===== src/sv/atfb_pkg.sv =====
package atfb_pkg;

   localparam int MAX_PAYLOAD = 256;

   localparam int BYTE_W = 8;
   localparam int LEN_W = 9;
   localparam int TOTAL_W = 16;
   localparam int CSR_DATA_W = 64;
   localparam int CSR_INDEX_W = 3;
   localparam int STEP_W = 5;

   localparam logic [BYTE_W-1:0] START_DELIM = 8'h7E;
   localparam logic [BYTE_W-1:0] FRAME_TYPE_TX = 8'h10;
   localparam logic [BYTE_W-1:0] CHECKSUM_BASE = 8'hFF;
   localparam logic [TOTAL_W-1:0] LEN_OVERHEAD = 16'd14;

   // Configuration register indexes.
   localparam logic [CSR_INDEX_W-1:0] CSR_FRAME_ID = 3'd0;
   localparam logic [CSR_INDEX_W-1:0] CSR_DEST_LONG = 3'd1;
   localparam logic [CSR_INDEX_W-1:0] CSR_DEST_SHORT = 3'd2;
   localparam logic [CSR_INDEX_W-1:0] CSR_HOP_RADIUS = 3'd3;
   localparam logic [CSR_INDEX_W-1:0] CSR_TX_OPTIONS = 3'd4;

   localparam logic [7:0] RST_FRAME_ID = 8'h01;
   localparam logic [63:0] RST_DEST_LONG = 64'h0;
   localparam logic [15:0] RST_DEST_SHORT = 16'hFFFE;
   localparam logic [7:0] RST_HOP_RADIUS = 8'h00;
   localparam logic [7:0] RST_TX_OPTIONS = 8'h00;

   typedef struct packed {
      logic [7:0] frame_id;
      logic [63:0] dest_address_long;
      logic [15:0] dest_address_short;
      logic [7:0] hop_radius;
      logic [7:0] tx_options;
   } cfg_type;

   // One classified input item, as handed from the front to the back.
   typedef struct packed {
      logic start;
      logic has_byte;
      logic ends_frame;
      logic [BYTE_W-1:0] data;
      logic [TOTAL_W-1:0] total;
   } cmd_type;

endpackage


===== src/sv/atfb_if.sv =====
interface atfb_req_if;
   import atfb_pkg::*;

   logic valid;
   logic ready;
   logic [BYTE_W-1:0] payload_byte;
   logic [LEN_W-1:0] payload_length;

   modport source (output valid, output payload_byte, output payload_length, input ready);
   modport sink (input valid, input payload_byte, input payload_length, output ready);
endinterface

interface atfb_rsp_if;
   import atfb_pkg::*;

   logic valid;
   logic ready;
   logic [BYTE_W-1:0] tx_byte;
   logic last_of_run;
   logic frame_end;

   modport source (output valid, output tx_byte, output last_of_run, output frame_end,
                   input ready);
   modport sink (input valid, input tx_byte, input last_of_run, input frame_end,
                 output ready);
endinterface


===== src/sv/atfb_front.sv =====
module atfb_front (
   input  logic clock,
   input  logic reset,
   atfb_req_if.sink req_chan,
   input  logic q_full,
   output logic q_push,
   output atfb_pkg::cmd_type q_cmd
);
   import atfb_pkg::*;

   logic in_frame_ff, in_frame_in;
   logic [LEN_W-1:0] remain_ff, remain_in;
   logic [LEN_W-1:0] plen_sat;
   logic accept;

   assign req_chan.ready = !q_full;
   assign accept = req_chan.valid && !q_full;
   assign q_push = accept;

   always_comb begin
      if (32'(req_chan.payload_length) > MAX_PAYLOAD) begin
         plen_sat = LEN_W'(MAX_PAYLOAD);
      end else begin
         plen_sat = req_chan.payload_length;
      end
   end

   always_comb begin
      q_cmd.data = req_chan.payload_byte;
      q_cmd.total = TOTAL_W'(plen_sat) + LEN_OVERHEAD;
      in_frame_in = in_frame_ff;
      remain_in = remain_ff;
      if (!in_frame_ff) begin
         // A frame opens: the header goes out, plus the first byte if there is one.
         q_cmd.start = 1'b1;
         q_cmd.has_byte = (plen_sat != '0);
         q_cmd.ends_frame = (plen_sat <= LEN_W'(1));
         if (accept) begin
            in_frame_in = (plen_sat > LEN_W'(1));
            remain_in = plen_sat - LEN_W'(1);
         end
      end else begin
         q_cmd.start = 1'b0;
         q_cmd.has_byte = 1'b1;
         q_cmd.ends_frame = (remain_ff <= LEN_W'(1));
         if (accept) begin
            in_frame_in = (remain_ff > LEN_W'(1));
            remain_in = remain_ff - LEN_W'(1);
         end
      end
   end

   always_ff @(posedge clock) begin
      if (reset) begin
         in_frame_ff <= 1'b0;
         remain_ff <= '0;
      end else begin
         in_frame_ff <= in_frame_in;
         remain_ff <= remain_in;
      end
   end

endmodule


===== src/sv/atfb_queue.sv =====
module atfb_queue (
   input  logic clock,
   input  logic reset,
   input  logic push,
   input  atfb_pkg::cmd_type push_cmd,
   output logic full,
   input  logic pop,
   output logic empty,
   output atfb_pkg::cmd_type head_cmd
);
   import atfb_pkg::*;

   cmd_type entry_ff [2];
   logic wr_ptr_ff, wr_ptr_in;
   logic rd_ptr_ff, rd_ptr_in;
   logic [1:0] count_ff, count_in;

   assign full = (count_ff == 2'd2);
   assign empty = (count_ff == 2'd0);
   assign head_cmd = entry_ff[rd_ptr_ff];

   always_comb begin
      wr_ptr_in = wr_ptr_ff ^ push;
      rd_ptr_in = rd_ptr_ff ^ pop;
      count_in = count_ff + 2'(push) - 2'(pop);
   end

   always_ff @(posedge clock) begin
      if (push) begin
         entry_ff[wr_ptr_ff] <= push_cmd;
      end
   end

   always_ff @(posedge clock) begin
      if (reset) begin
         wr_ptr_ff <= 1'b0;
         rd_ptr_ff <= 1'b0;
         count_ff <= 2'd0;
      end else begin
         wr_ptr_ff <= wr_ptr_in;
         rd_ptr_ff <= rd_ptr_in;
         count_ff <= count_in;
      end
   end

endmodule


===== src/sv/atfb_back.sv =====
module atfb_back (
   input  logic clock,
   input  logic reset,
   input  atfb_pkg::cfg_type cfg,
   input  logic q_empty,
   input  atfb_pkg::cmd_type head_cmd,
   output logic q_pop,
   atfb_rsp_if.source rsp_chan
);
   import atfb_pkg::*;

   localparam logic [STEP_W-1:0] STEP_DELIM = 5'd0;
   localparam logic [STEP_W-1:0] STEP_LEN_HI = 5'd1;
   localparam logic [STEP_W-1:0] STEP_LEN_LO = 5'd2;
   localparam logic [STEP_W-1:0] STEP_TYPE = 5'd3;
   localparam logic [STEP_W-1:0] STEP_FRAME_ID = 5'd4;
   localparam logic [STEP_W-1:0] STEP_LONG_LAST = 5'd12;
   localparam logic [STEP_W-1:0] STEP_SHORT_HI = 5'd13;
   localparam logic [STEP_W-1:0] STEP_SHORT_LO = 5'd14;
   localparam logic [STEP_W-1:0] STEP_RADIUS = 5'd15;
   localparam logic [STEP_W-1:0] STEP_OPTIONS = 5'd16;
   localparam logic [STEP_W-1:0] STEP_PAYLOAD = 5'd17;
   localparam logic [STEP_W-1:0] STEP_CHECKSUM = 5'd18;

   logic busy_ff, busy_in;
   logic [STEP_W-1:0] step_ff, step_in;
   logic [BYTE_W-1:0] sum_ff, sum_in;
   logic out_valid_ff, out_valid_in;
   logic [BYTE_W-1:0] out_byte_ff, out_byte_in;
   logic out_last_ff, out_last_in;
   logic out_end_ff, out_end_in;

   logic [STEP_W-1:0] first_step, cur_step, next_step;
   logic [2:0] long_idx;
   logic [BYTE_W-1:0] cur_byte;
   logic summed, done, fire;

   assign fire = !q_empty && (!out_valid_ff || rsp_chan.ready);
   assign q_pop = fire && done;

   always_comb begin
      if (head_cmd.start) begin
         first_step = STEP_DELIM;
      end else if (head_cmd.has_byte) begin
         first_step = STEP_PAYLOAD;
      end else begin
         first_step = STEP_CHECKSUM;
      end
      cur_step = busy_ff ? step_ff : first_step;
      long_idx = 3'(STEP_LONG_LAST - cur_step);
   end

   // Work out what follows the current byte within this transaction.
   always_comb begin
      done = 1'b0;
      next_step = cur_step + STEP_W'(1);
      if (cur_step == STEP_OPTIONS) begin
         if (head_cmd.has_byte) begin
            next_step = STEP_PAYLOAD;
         end else begin
            next_step = STEP_CHECKSUM;
         end
      end else if (cur_step == STEP_PAYLOAD) begin
         next_step = STEP_CHECKSUM;
         done = !head_cmd.ends_frame;
      end else if (cur_step >= STEP_CHECKSUM) begin
         done = 1'b1;
      end
   end

   always_comb begin
      summed = 1'b1;
      unique case (cur_step)
         STEP_DELIM: begin
            cur_byte = START_DELIM;
            summed = 1'b0;
         end
         STEP_LEN_HI: begin
            cur_byte = head_cmd.total[15:8];
            summed = 1'b0;
         end
         STEP_LEN_LO: begin
            cur_byte = head_cmd.total[7:0];
            summed = 1'b0;
         end
         STEP_TYPE: cur_byte = FRAME_TYPE_TX;
         STEP_FRAME_ID: cur_byte = cfg.frame_id;
         STEP_SHORT_HI: cur_byte = cfg.dest_address_short[15:8];
         STEP_SHORT_LO: cur_byte = cfg.dest_address_short[7:0];
         STEP_RADIUS: cur_byte = cfg.hop_radius;
         STEP_OPTIONS: cur_byte = cfg.tx_options;
         STEP_PAYLOAD: cur_byte = head_cmd.data;
         STEP_CHECKSUM: begin
            cur_byte = CHECKSUM_BASE - sum_ff;
            summed = 1'b0;
         end
         default: cur_byte = BYTE_W'(cfg.dest_address_long >> {long_idx, 3'b000});
      endcase
   end

   always_comb begin
      busy_in = busy_ff;
      step_in = step_ff;
      sum_in = sum_ff;
      out_valid_in = out_valid_ff && !rsp_chan.ready;
      out_byte_in = out_byte_ff;
      out_last_in = out_last_ff;
      out_end_in = out_end_ff;
      if (fire) begin
         busy_in = !done;
         step_in = next_step;
         if (cur_step == STEP_DELIM) begin
            sum_in = '0;
         end else if (summed) begin
            sum_in = sum_ff + cur_byte;
         end
         out_valid_in = 1'b1;
         out_byte_in = cur_byte;
         out_last_in = done;
         out_end_in = (cur_step == STEP_CHECKSUM);
      end
   end

   always_ff @(posedge clock) begin
      if (reset) begin
         busy_ff <= 1'b0;
         step_ff <= '0;
         sum_ff <= '0;
         out_valid_ff <= 1'b0;
      end else begin
         busy_ff <= busy_in;
         step_ff <= step_in;
         sum_ff <= sum_in;
         out_valid_ff <= out_valid_in;
      end
   end

   always_ff @(posedge clock) begin
      out_byte_ff <= out_byte_in;
      out_last_ff <= out_last_in;
      out_end_ff <= out_end_in;
   end

   assign rsp_chan.valid = out_valid_ff;
   assign rsp_chan.tx_byte = out_byte_ff;
   assign rsp_chan.last_of_run = out_last_ff;
   assign rsp_chan.frame_end = out_end_ff;

endmodule


===== src/sv/api_transmit_frame_builder.sv =====
// The first byte of a transaction passes through the command queue and the output
// register before it can be taken from rsp_chan. A payload transaction inside a frame
// gives one byte per cycle while rsp_chan takes every byte; a frame start sends the header,
// then the first payload byte if there is one, and the checksum if the frame ends there.
// The two-entry command queue lets the input keep flowing while the sequencer works.
// Reset is synchronous and active high; it empties the queue and output register, ends
// any open frame and loads the configuration registers with their default values.
module api_transmit_frame_builder (
   input  logic clock,
   input  logic reset,
   atfb_req_if.sink req_chan,
   atfb_rsp_if.source rsp_chan,
   input  logic csr_wr_en,
   input  logic [atfb_pkg::CSR_INDEX_W-1:0] csr_index,
   input  logic [atfb_pkg::CSR_DATA_W-1:0] csr_wdata
);
   import atfb_pkg::*;

   cfg_type cfg_ff, cfg_in;
   cmd_type push_cmd, head_cmd;
   logic q_push, q_full, q_pop, q_empty;

   always_comb begin
      cfg_in = cfg_ff;
      if (csr_wr_en) begin
         unique case (csr_index)
            CSR_FRAME_ID: cfg_in.frame_id = csr_wdata[7:0];
            CSR_DEST_LONG: cfg_in.dest_address_long = csr_wdata;
            CSR_DEST_SHORT: cfg_in.dest_address_short = csr_wdata[15:0];
            CSR_HOP_RADIUS: cfg_in.hop_radius = csr_wdata[7:0];
            CSR_TX_OPTIONS: cfg_in.tx_options = csr_wdata[7:0];
            default: cfg_in = cfg_ff;
         endcase
      end
   end

   always_ff @(posedge clock) begin
      if (reset) begin
         cfg_ff.frame_id <= RST_FRAME_ID;
         cfg_ff.dest_address_long <= RST_DEST_LONG;
         cfg_ff.dest_address_short <= RST_DEST_SHORT;
         cfg_ff.hop_radius <= RST_HOP_RADIUS;
         cfg_ff.tx_options <= RST_TX_OPTIONS;
      end else begin
         cfg_ff <= cfg_in;
      end
   end

   atfb_front u_front (
      .clock(clock),
      .reset(reset),
      .req_chan(req_chan),
      .q_full(q_full),
      .q_push(q_push),
      .q_cmd(push_cmd)
   );

   atfb_queue u_queue (
      .clock(clock),
      .reset(reset),
      .push(q_push),
      .push_cmd(push_cmd),
      .full(q_full),
      .pop(q_pop),
      .empty(q_empty),
      .head_cmd(head_cmd)
   );

   atfb_back u_back (
      .clock(clock),
      .reset(reset),
      .cfg(cfg_ff),
      .q_empty(q_empty),
      .head_cmd(head_cmd),
      .q_pop(q_pop),
      .rsp_chan(rsp_chan)
   );

endmodule


===== src/flat_wrapper.sv =====
// flat-port wrapper written by rule: the top's interface ports become plain ports
module api_transmit_frame_builder_flat import atfb_pkg::*;
  (clock, reset, csr_wr_en, csr_index, csr_wdata, req_chan_valid, req_chan_payload_byte, req_chan_payload_length, req_chan_ready, rsp_chan_valid, rsp_chan_tx_byte, rsp_chan_last_of_run, rsp_chan_frame_end, rsp_chan_ready);
  atfb_req_if req_chan_i ();
  atfb_rsp_if rsp_chan_i ();
  input  logic clock;
  input  logic reset;
  input  logic csr_wr_en;
  input  logic [atfb_pkg::CSR_INDEX_W-1:0] csr_index;
  input  logic [atfb_pkg::CSR_DATA_W-1:0] csr_wdata;
  input wire logic [$bits(req_chan_i.valid)-1:0] req_chan_valid;
  input wire logic [$bits(req_chan_i.payload_byte)-1:0] req_chan_payload_byte;
  input wire logic [$bits(req_chan_i.payload_length)-1:0] req_chan_payload_length;
  output wire logic [$bits(req_chan_i.ready)-1:0] req_chan_ready;
  output wire logic [$bits(rsp_chan_i.valid)-1:0] rsp_chan_valid;
  output wire logic [$bits(rsp_chan_i.tx_byte)-1:0] rsp_chan_tx_byte;
  output wire logic [$bits(rsp_chan_i.last_of_run)-1:0] rsp_chan_last_of_run;
  output wire logic [$bits(rsp_chan_i.frame_end)-1:0] rsp_chan_frame_end;
  input wire logic [$bits(rsp_chan_i.ready)-1:0] rsp_chan_ready;
  assign req_chan_i.valid = req_chan_valid;
  assign req_chan_i.payload_byte = req_chan_payload_byte;
  assign req_chan_i.payload_length = req_chan_payload_length;
  assign req_chan_ready = req_chan_i.ready;
  assign rsp_chan_valid = rsp_chan_i.valid;
  assign rsp_chan_tx_byte = rsp_chan_i.tx_byte;
  assign rsp_chan_last_of_run = rsp_chan_i.last_of_run;
  assign rsp_chan_frame_end = rsp_chan_i.frame_end;
  assign rsp_chan_i.ready = rsp_chan_ready;
  api_transmit_frame_builder u_core (.clock(clock), .reset(reset), .req_chan(req_chan_i), .rsp_chan(rsp_chan_i), .csr_wr_en(csr_wr_en), .csr_index(csr_index), .csr_wdata(csr_wdata));
endmodule

===== config.mk =====
export PLATFORM = sky130hd
export DESIGN_NAME = api_transmit_frame_builder_flat
export DESIGN_NICKNAME = d
export VERILOG_FILES = /design/src/sv/atfb_pkg.sv /design/src/sv/atfb_if.sv /design/src/sv/atfb_front.sv /design/src/sv/atfb_queue.sv /design/src/sv/atfb_back.sv /design/src/sv/api_transmit_frame_builder.sv /design/src/flat_wrapper.sv
export SDC_FILE = /design/constraint.sdc
export NUM_CORES = 1
export LEC_CHECK = 0
export BUFFER_PORTS_ARGS = -buffer_cell sky130_fd_sc_hd__buf_2
export CORE_ASPECT_RATIO = 1.2
export CORE_UTILIZATION = 45
export DETAILED_ROUTE_END_ITERATION = 12
export HOLD_SLACK_MARGIN = 0.06
export PLACE_DENSITY = 0.67
export RECOVER_POWER = 25
export SKIP_LAST_GASP = 1
export SLEW_MARGIN = 20
export SYNTH_ARGS = -nofsm -noshare
export SYNTH_HDL_FRONTEND = slang
export SYNTH_SLANG_ARGS = --single-unit

===== constraint.sdc =====
create_clock -name clock -period 4.84 [get_ports clock]
set_input_delay 0.242 -clock clock [delete_from_list [all_inputs] [get_ports clock]]
set_output_delay 0.242 -clock clock [all_outputs]
set_load 0.01 [all_outputs]

# Word level (Yosys, flattened, before mapping)
# Memory sizes are Yosys's and may differ from the RTL's. A register that Yosys moved wholly into a read port is not among the register bits.
# Index checks and enable logic that the tools add are counted.
# Widths: inputs -> output; s select.
word_totals:
  input_bits: 89
  elab_cells: 97
  output_inout_bits: 12
  reg_bits: 143
  memories: 1
  ramBits: 42
classes:
  n_eq_ne: 16
  bitwise_logic: 2
  addsub: 9
  reduce_logical: 22
  n_mux: 23
  n_shift: 1
  n_lt_le_gt_ge: 6
mem_list:
  columns: ["memory", "depth", "width", "rd", "rd_clocked_by_memory_dff", "write_ports", "line_no", "text"]
  rows:
  - ["u_core.u_queue.entry_ff", 2, 21, 1, 1, 1, "atfb_queue.sv:13", "cmd_type entry_ff [2];"]
op_table:
  columns: ["op", "n"]
  rows:
  - ["$pmux 8 s11", 1]
  - ["$shr 64x6->8", 1]
  - ["$mux 9", 4]
  - ["$mux 5", 4]
  - ["$gt 9x1->1 const B", 2]
  - ["$le 9x1->1 const B", 2]
  - ["$sub 9x1->9 const B", 2]
  - ["$mux 8", 2]
  - ["$eq 5x4->1 const B", 3]
  - ["$eq 5x5->1 const B", 3]
  - ["$reduce_and 2->1", 6]
  - ["$add 9x4->10 const B", 1]
  - ["$eq 5x2->1 const B", 2]
  - ["$mux 1", 10]
  - ["$gt 9x9->1 const B", 1]
  - ["$reduce_bool 9->1", 1]
  - ["$add 8x8->8", 1]
  - ["$sub 8x8->8 const A", 1]
  - ["$eq 3x2->1 const B", 2]
  - ["$logic_not 1->1", 6]
  - ["$add 5x1->5 const B", 1]
  - ["$eq 5x1->1 const B", 1]
  - ["$eq 5x3->1 const B", 1]
  - ["$ge 5x5->1 const B", 1]
  - ["other kinds (16)", 20]

# Depth between registers and ports, before layout
# Gate-level depths: netlist of run 1.
logic_depth:
  word_depth: 10
  depth_mapped: 24
  mapped_depth_nobuf: 20

# By module
# From an unflattened synthesis of run 1, not the netlist that was laid out.
hier_totals:
  hier_cells: 993
  hier_area_um2: 10492.6
by_module_without_submodules:
  columns: ["mod", "instances", "cells_per_inst", "area_per_inst_um2", "seq_area_each_um2"]
  rows:
  - ["api_transmit_frame_builder", 1, 429, 4421.7, 2082.0]
  - ["atfb_back", 1, 301, 2663.8, 600.6]
  - ["atfb_queue", 1, 103, 2248.4, 1701.6]
  - ["atfb_front", 1, 160, 1158.6, 200.2]

# Worst setup path after synthesis of run 1
# Ideal clock, no wire load.
synth_path:
  path_kind: "reg2reg"
  start: "reg, netlist name u_core.u_queue.rd_ptr_ff"
  end: "reg u_core.u_back.sum_ff[6]"
  setup_slack_ps: 10
  setup_ps: 70
  path_stages_with_launch: 25
  path_buffers: 5
  synth_period_minus_slack_ps: 4830
  t_required_ps: 4770
  arrival_ps: 4759
  path_cell_list: "dfxtp_1 -> buf_6 -> nor3b_1 -> o31a_1 -> buf_6 -> buf_2 -> ha_1 -> nand2_1 -> nor2_1 -> ha_1 -> clkbuf_1 -> nand4b_1 -> clkbuf_1 -> a211oi_1 -> a21oi_1 -> ha_1 -> inv_1 -> fa_1 -> nor2b_1 -> o21ai_0 -> a21oi_1 -> o21a_1 -> nor3_1 -> or4b_2 -> a21oi_1"
synth_lines:
  columns: ["element", "line_no", "text"]
  rows:
  - ["end signal: assignment", "atfb_back.sv:133", "sum_ff <= sum_in;"]
  - ["end: declaration", "atfb_back.sv:27", "logic [BYTE_W-1:0] sum_ff, sum_in;"]

==> results of run 1 <==
area by class of cell:
type / instances / share of cell area, %
Timing Repair Buffer: 176 / 11.25
Clock inverter: 11 / 0.9382
Clock buffer: 21 / 4.421
Sequential cell: 185 / 39.60
Multi-Input combinational cell: 702 / 39.96
Tap cell: 256 / 3.002
Inverter: 23 / 0.8326
timing repair:
action	4_1_cts	5_1_grt
hold endpoints to repair	72	0
setup buffers	0	1
endpoints found under the setup margin	0	2
hold buffers	57	0
gates resized for setup	0	5
worst max path at each step:
stage                                                end  slack [ps]  cells after the start
global route        u_core.u_back.sum_ff[6]$_SDFFE_PP0P_          20                     19
finish              u_core.u_back.sum_ff[6]$_SDFFE_PP0P_         260                     16
global placement    u_core.u_back.sum_ff[6]$_SDFFE_PP0P_         170                     18
floorplan           u_core.u_back.sum_ff[6]$_SDFFE_PP0P_          10                     24
detailed placement  u_core.u_back.sum_ff[6]$_SDFFE_PP0P_          60                     18
CTS                 u_core.u_back.sum_ff[6]$_SDFFE_PP0P_          60                     18
synthesized netlist by cell type (10+ instances only):
master    count
nor2b_1      14
ha_1         21
a211oi_1     10
nor2_1       47
nand2_1     226
mux4_2       14
a21oi_1     124
a22oi_1      20
o21ai_0      24
edfxtp_1     52
dfxtp_1     133
clkbuf_1     59
nor3_1       21
nand3_1      14
inv_1        21
mux2i_1      27
nand2b_1     12
where the power goes:
part	internal, W	total, W	switching [W]	leakage, nW
clock	0.000721	0.00135	0.000625	0.284
sequential	0.00178	0.00189	0.000107	1.56
combinational	0.000587	0.00145	0.000858	2.04
per-stage QoR:
| stage | power [W] | hold WS (ps) | std cells |
|---|---|---|---|
| 4_1_cts | 0.004694 | 61.91 | 1373 |
| 6_report | 0.004681 | 70.48 | 1374 |
| 5_1_grt | 0.004933 | 66.58 | 1374 |
| 3_3_place_gp | 0.003314 | 430.6 | 1284 |
| 3_5_place_dp | 0.003318 | 433.8 | 1284 |
| 2_1_floorplan | 0.002889 | 340.9 | 978 |
state kept, by name, summed over array words and instances, names as in the netlist, 2 cells and up:
register	count
u_core.u_queue.entry_ff	42
u_core.u_queue.count_ff	2
u_core.u_back.sum_ff	8
u_core.u_front.remain_ff	9
u_core.cfg_ff	104
u_core.u_back.step_ff	5
u_core.u_back.rsp_chan.tx_byte	8
worst max-delay path, cell delays in order, from the launching register on:
cell and delay, ps:
edfxtp_1 390, nor3b_2 180, o31a_1 320, buf_4 170, ha_1 640, mux4_2 380
nor2b_1 140, a211oi_1 330, a21oi_1 100, ha_1 340, nor2b_1 160, o21ai_1 160
a21oi_1 110, o21a_1 180, o21ai_0 140, or4b_2 600, a21oi_1 160
layer usage:
metal,vias up,GRT usage (%),wire (um)
met5,-,0,0
met4,0,10.58,728
met3,46,4.127,1231
met2,236,37.46,10960
met1,3580,31.43,10280
li1,3730,-,-
cells by family (layout without fill, tap and decap cells):
group / Yosys count / count (layout) / share of synthesized area [%]
other cells: 1 / 2 / 0.04251
buf+inv: 91 / 231 / 4.155
mux: 46 / 46 / 7.318
compound gates: 246 / 246 / 17.52
xor+xnor: 14 / 14 / 1.390
flops: 185 / 185 / 47.88
fa+ha+maj: 22 / 22 / 3.205
simple gates: 372 / 372 / 18.49
==> run summary, run 1 <==
Outcome: complete, but fails checks
Violations in the final reports: max-capacitance violations, max-slew violations
HP Start: csr_wdata[52]
Horizontal die dimension: 129.8 um
Leak: 3.885 nW
Critical Path RT: 5200 ps
Number of nets still failing antenna checks after routing: 0
Sequential standard cell area: 0.004225 sq mm
Hold WC Path Type: input port to register
Total non-filler cell area in the finished layout: 0.01067 sq mm
Yosys warns: 0
Congestion Overflow GR: 0
Height of the chip: 155.4 um
Wire length after detailed routing: 23200 um
Number of register bits inferred by synthesis: 185
Filler instances: 1777
Biggest area consumer among synthesized cells: dfxtp_1
Via count of the first global-routing pass: 7009
Achievable frequency: 218.2 MHz
Count of different cell masters after synthesis: 70
Vias/cell: 5.525
Area taken by multi-input logic gates: 0.004263 sq mm
Leading cell types in the layout, fill and taps excluded: 226 x nand2_1, 132 x dfxtp_1, 124 x a21oi_1
Total CTS buffers: 17
Post-synth EDFFs: 52
Starting DRT DRC Count: 536
Number of rows created at floorplan: 55
Root buf cell: clkbuf_16
Async S/R FF share, synth: 0%
RSZ-0062 raised after global routing: no
Setup TNS: 0 ps
Post-layout utilization of the core: 55.97%
PortBufs: 100
Area enclosed by the die boundary: 0.02017 sq mm
Highest ir drop seen on vdd: 0.2690 mV
Sequential area share after synthesis: 47.88%
Reg clk slew, reported paths: 70 ps
Wire length of the first global-routing pass: 36440 um
Number of antenna violations at the first check in global routing: 0
Post-route DRC violation count: 0
Worst slack at placement: 64.65 ps
Most common cell after layout, fill and taps aside: nand2_1
Headroom to the max-slew limit: -141.6%
Floorplan Core Area: 0.01906 sq mm
Clock insertion delay at the later pin of the skew report: 440 ps
Total inserted antenna cells: 0
Final Hold Vio Count: 0
Min Clock Period, post-route: 4583 ps
Total count of max-transition violations in the final report: 83
CTS H-Tree Depth: 4
Reported max-cap violation count: 1
CP Launch Type: register
Proportion of layout cells with a drive suffix above 1: 14.22%
Number of setup violations in the final report: 0
Power density cells: 438.8 mW/mm^2
Worst path arrival time: 4950 ps
R2R Path End: u_core.u_back.sum_ff[6]$_SDFFE_PP0P_
Share of the cycle needed by the critical path after routing: 94.69%
Synth top area cells: dfxtp_1 30%, edfxtp_1 18%, nand2_1 9.6%
Worst Hold Depth: 3
Worst Hold End: u_core.cfg_ff[84]$_SDFFE_PP0P_
Clk buf depth: 2
Average wire per cell in the routed design: 16.88 um
Worst Max-Slew Pin Slew: 3624 ps
Startpoint of the lowest-slack register-to-register path: u_core.u_queue.entry_ff[0][19]$_DFFE_PP_
# nets final: 1216
Initial Utilization: 46.28%
Clock sink total: 185
Worst setup path startpoint: u_core.u_queue.entry_ff[0][19]$_DFFE_PP_
First-pass iteration count of the detailed router: 5
Reg2Reg Setup Slack: 260 ps
Peak fanout along the critical path: 13
I/O pin count: 101
Skew final: 9.237 ps
Post-place instance area: 0.009523 sq mm
Final estimated routing congestion in global placement: 0.9943
Detailed-route via count: 7592
Maximum number of pins on one net before global-route repair: 83
Endpoint kind of the worst setup timing path: register
Synthesized area per cell: 9.030 sq um
Worst Setup Slack, final: 257.2 ps
Startpoint-to-endpoint class of the critical path: register to register
CTS tree: built
Number of cells traversed by the worst register-to-register path: 16
Number of instances in the synthesized netlist: 977
Prevailing post-synth register cell: dfxtp_1
Estimated wirelength of the detail-placed design: 16150 um
Share of the synthesized area in the top cell type: 30.18%
Summed instance area of the synthesized netlist: 0.008822 sq mm
Area growth from synthesis to final layout: 20.93%
Total routing resource utilization after global routing: 23.64%
Note: power is estimated with default switching activity, not from simulation.
==> run 2, diff against run 1 <==
--- a/config.mk
+++ b/config.mk
@@ -7,10 +7,10 @@
 export LEC_CHECK = 0
 export BUFFER_PORTS_ARGS = -buffer_cell sky130_fd_sc_hd__buf_2
 export CORE_ASPECT_RATIO = 1.2
-export CORE_UTILIZATION = 45
+export CORE_UTILIZATION = 53
 export DETAILED_ROUTE_END_ITERATION = 12
 export HOLD_SLACK_MARGIN = 0.06
-export PLACE_DENSITY = 0.67
+export PLACE_DENSITY = 0.76
 export RECOVER_POWER = 25
 export SKIP_LAST_GASP = 1
 export SLEW_MARGIN = 20
==> run summary, run 2 (synthesis gave the netlist of run 1 again) <==
Starting DRT DRC Count: 621 (+16%)
Post-route DRC violation count: 0 (unchanged)
CTS tree: built
Share of the cycle needed by the critical path after routing: 96.52% (+1.8 points)
Startpoint of the lowest-slack register-to-register path: u_core.u_queue.rd_ptr_ff$_SDFF_PP0_
Library cell contributing the largest single delay on the critical path: or4b_2
Worst Hold Depth: 3 (unchanged)
Number of cells traversed by the worst register-to-register path: 19 (+3)
Clock sink total: 185 (unchanged)
Worst path arrival time: 5040 ps (+90 ps)
Share of power burned in registers: 39.5% (-0.9 points)
Endpoint kind of the worst setup timing path: register
Highest ir drop seen on vdd: 0.2999 mV (+12%)
Maximum number of pins on one net before global-route repair: 84 (+1.2%)
CTS H-Tree Depth: 4 (unchanged)
Total non-filler cell area in the finished layout: 0.01069 sq mm (+0.15%)
Biggest cell delay along the critical path: 590 ps (-50 ps)
Sw Share: 33.23% (-0.73 points)
RSZ-0062 raised after global routing: yes
Leading cell types in the layout, fill and taps excluded: 226 x nand2_1, 132 x dfxtp_1, 124 x a21oi_1
Initial Utilization: 54.22% (+7.9 points)
Worst setup path startpoint: u_core.u_queue.rd_ptr_ff$_SDFF_PP0_
Post-layout utilization of the core: 65.67% (+9.7 points)
Peak fanout along the critical path: 7 (-6)
Part of the power in the clock network: 29.8% (+1.0 points)
Internal power: 0.003195 W (+3.4%)
Switch Pwr: 0.001591 W (about the same)
Horizontal die dimension: 119.8 um (-7.7%)
Filler instances: 1298 (-27%)
Setup TNS: 0 ps (unchanged)
CP Launch Type: register
Congestion Overflow GR: 0 (unchanged)
Critical Path RT: 5210 ps (about the same)
Achievable frequency: 214.1 MHz (-1.9%)
Total CTS buffers: 17 (unchanged)
Clock insertion delay at the later pin of the skew report: 430 ps (about the same)
Estimated wirelength of the detail-placed design: 15670 um (-3.0%)
Reported max-cap violation count: 0 (-1)
Root buf cell: clkbuf_16
I/O pin count: 101 (unchanged)
Final Hold Vio Count: 0 (unchanged)
HP Start: csr_wdata[40]
Number of antenna violations at the first check in global routing: 0 (unchanged)
Combinational power share: 30.7% (-0.2 points)
Post-place instance area: 0.009468 sq mm (-0.58%)
Vias/cell: 5.819 (+5.3%)
Reg clk slew, reported paths: 70 ps (about the same)
List of cells traversed by the critical path: mux2_2 -> o31ai_2 -> inv_1 -> ha_1 -> nand2_1 -> nor3_2 -> a221o_1 -> a221oi_1 -> o221ai_1 -> a211oi_1 -> a21oi_1 -> ha_1 -> nor2b_1 -> o21ai_1 -> a21oi_1 -> o21a_1 -> o21ai_0 -> or4b_2 -> a21oi_1
Final estimated routing congestion in global placement: 0.9426 (-5.2%)
Number of nets still failing antenna checks after routing: 0 (unchanged)
Worst path most repeated cell: a21oi_1
Outcome: complete, no violations
Skew final: 12.14 ps (+2.906 ps)
Floorplan Core Area: 0.01627 sq mm (-15%)
Largest Register: u_core.cfg_ff
Leak: 3.925 nW (+1.0%)
Power density cells: 447.9 mW/mm^2 (+2.1%)
First-pass iteration count of the detailed router: 5 (unchanged)
Wire length after detailed routing: 23290 um (+0.39%)
Area growth from synthesis to final layout: 21.12%
Worst Setup Slack, final: 168.5 ps (-88.75 ps)
Worst Hold End: u_core.cfg_ff[72]$_SDFFE_PP0P_
Number of rows created at floorplan: 51 (-7.3%)
Startpoint-to-endpoint class of the critical path: register to register
Total count of max-transition violations in the final report: 0 (-100%)
Reg2Reg Setup Slack: 170 ps (-90 ps)
Total routing resource utilization after global routing: 27.17% (+3.5 points)
Hold WC Path Type: input port to register
Proportion of layout cells with a drive suffix above 1: 15.08% (+0.85 points)
Worst hold margin: 77.84 ps (+7.362 ps)
Headroom to the max-slew limit: 34.11% (+180 points)
Wire length of the first global-routing pass: 35870 um (-1.6%)
Largest regs: u_core.cfg_ff (104), u_core.u_queue.entry_ff (42), u_core.u_front.remain_ff (9)
Worst slack at placement: 40.82 ps (-23.83 ps)
Height of the chip: 143.3 um (-7.8%)
Largest register FFs: 104 (unchanged)
Via count of the first global-routing pass: 6927 (-1.2%)
PortBufs: 100 (unchanged)
Average wire per cell in the routed design: 17.44 um (+3.3%)
Most common cell after layout, fill and taps aside: nand2_1
Min Clock Period, post-route: 4672 ps (+88.75 ps)
# nets final: 1219 (+0.25%)
Area enclosed by the die boundary: 0.01717 sq mm (-15%)
R2R Path End: u_core.u_back.sum_ff[6]$_SDFFE_PP0P_
Number of setup violations in the final report: 0 (unchanged)
Detailed-route via count: 7769 (+2.3%)
Worst Max-Slew Pin Slew: 988.4 ps (-2636 ps)
Clk buf depth: 2 (unchanged)
## run 2: cell types whose count changed in the layout (fill, tap and decap cells not counted), moves of 2 or more
cell / before / now
nor3_1: 21 / 19
clkbuf_1: 23 / 18
nor3_2: 0 / 2
inv_8: 3 / 1
diode_2: 0 / 2
ha_2: 0 / 2
clkinv_4: 3 / 1
buf_4: 18 / 22
buf_2: 79 / 83
ha_1: 21 / 19
## run 2: worst max-delay path by stage
stage,end,slack [ps],cells past startpoint
final,u_core.u_back.sum_ff[6]$_SDFFE_PP0P_,170,19
after global routing,u_core.u_back.sum_ff[6]$_SDFFE_PP0P_,-30,19
after global placement,u_core.u_back.sum_ff[6]$_SDFFE_PP0P_,140,19
after detailed placement,u_core.u_back.sum_ff[6]$_SDFFE_PP0P_,40,19
after CTS,u_core.u_back.sum_ff[6]$_SDFFE_PP0P_,10,19
after floorplan,u_core.u_back.sum_ff[6]$_SDFFE_PP0P_,10,24
## run 2: stage by stage
stage	total power, W	instances
after floorplan	0.002889	978
after global placement	0.003296	1242
after detailed placement	0.003318	1242
after CTS	0.004781	1332
after global routing	0.005023	1333
final	0.004786	1335
## run 2: power groups by stage
| stage | clock (W) | sequential (W) | combinational, W |
|---|---|---|---|
| after global placement | 0 | 0.00191 | 0.00138 |
| after floorplan | 0 | 0.00190 | 0.000994 |
| after detailed placement | 0 | 0.00192 | 0.00140 |
| after CTS | 0.00145 | 0.00188 | 0.00145 |
| after global routing | 0.00151 | 0.00190 | 0.00161 |
| final | 0.00143 | 0.00189 | 0.00147 |
## run 2: worst max-delay path: cells and delay by family (launching register included)
family                   cells  cell delay (ps)
AO/OA/AOI/OAI               11             2200
AND/OR/NAND/NOR              4              940
adder cells (fa/ha/maj)      2              570
flip-flops                   1              400
multiplexers                 1              400
buffers and inverters        1              100
## run 2: cell type report
type	count	area (sq um)	area share, %
repair buffers	179	1221	11.43
flip-flops and latches	185	4225	39.54
clock inverters	10	116.4	1.089
clock buffers	22	496.7	4.649
multi-input cells	702	4267	39.93
inverters	23	88.84	0.8314
well taps	212	265.3	2.482
diodes	2	5.005	0.04684
## run 2: routing by layer
metal / up-vias / track usage, % / part of all wire (%)
li1: 3736 / - / -
met1: 3673 / 36.01 / 43
met2: 298 / 42.84 / 48
met3: 62 / 5.198 / 6.1
met4: 0 / 12.96 / 3.5
met5: - / 0 / 0
## run 2: what timing repair did
| action | in CTS | in global routing |
|---|---|---|
| pin swaps | 0 | 1 |
| hold buffers | 58 | 0 |
| resized for setup | 1 | 9 |
| hold endpoints to repair | 70 | 0 |
| setup endpoints to repair | 1 | 2 |
| setup buffers | 0 | 1 |
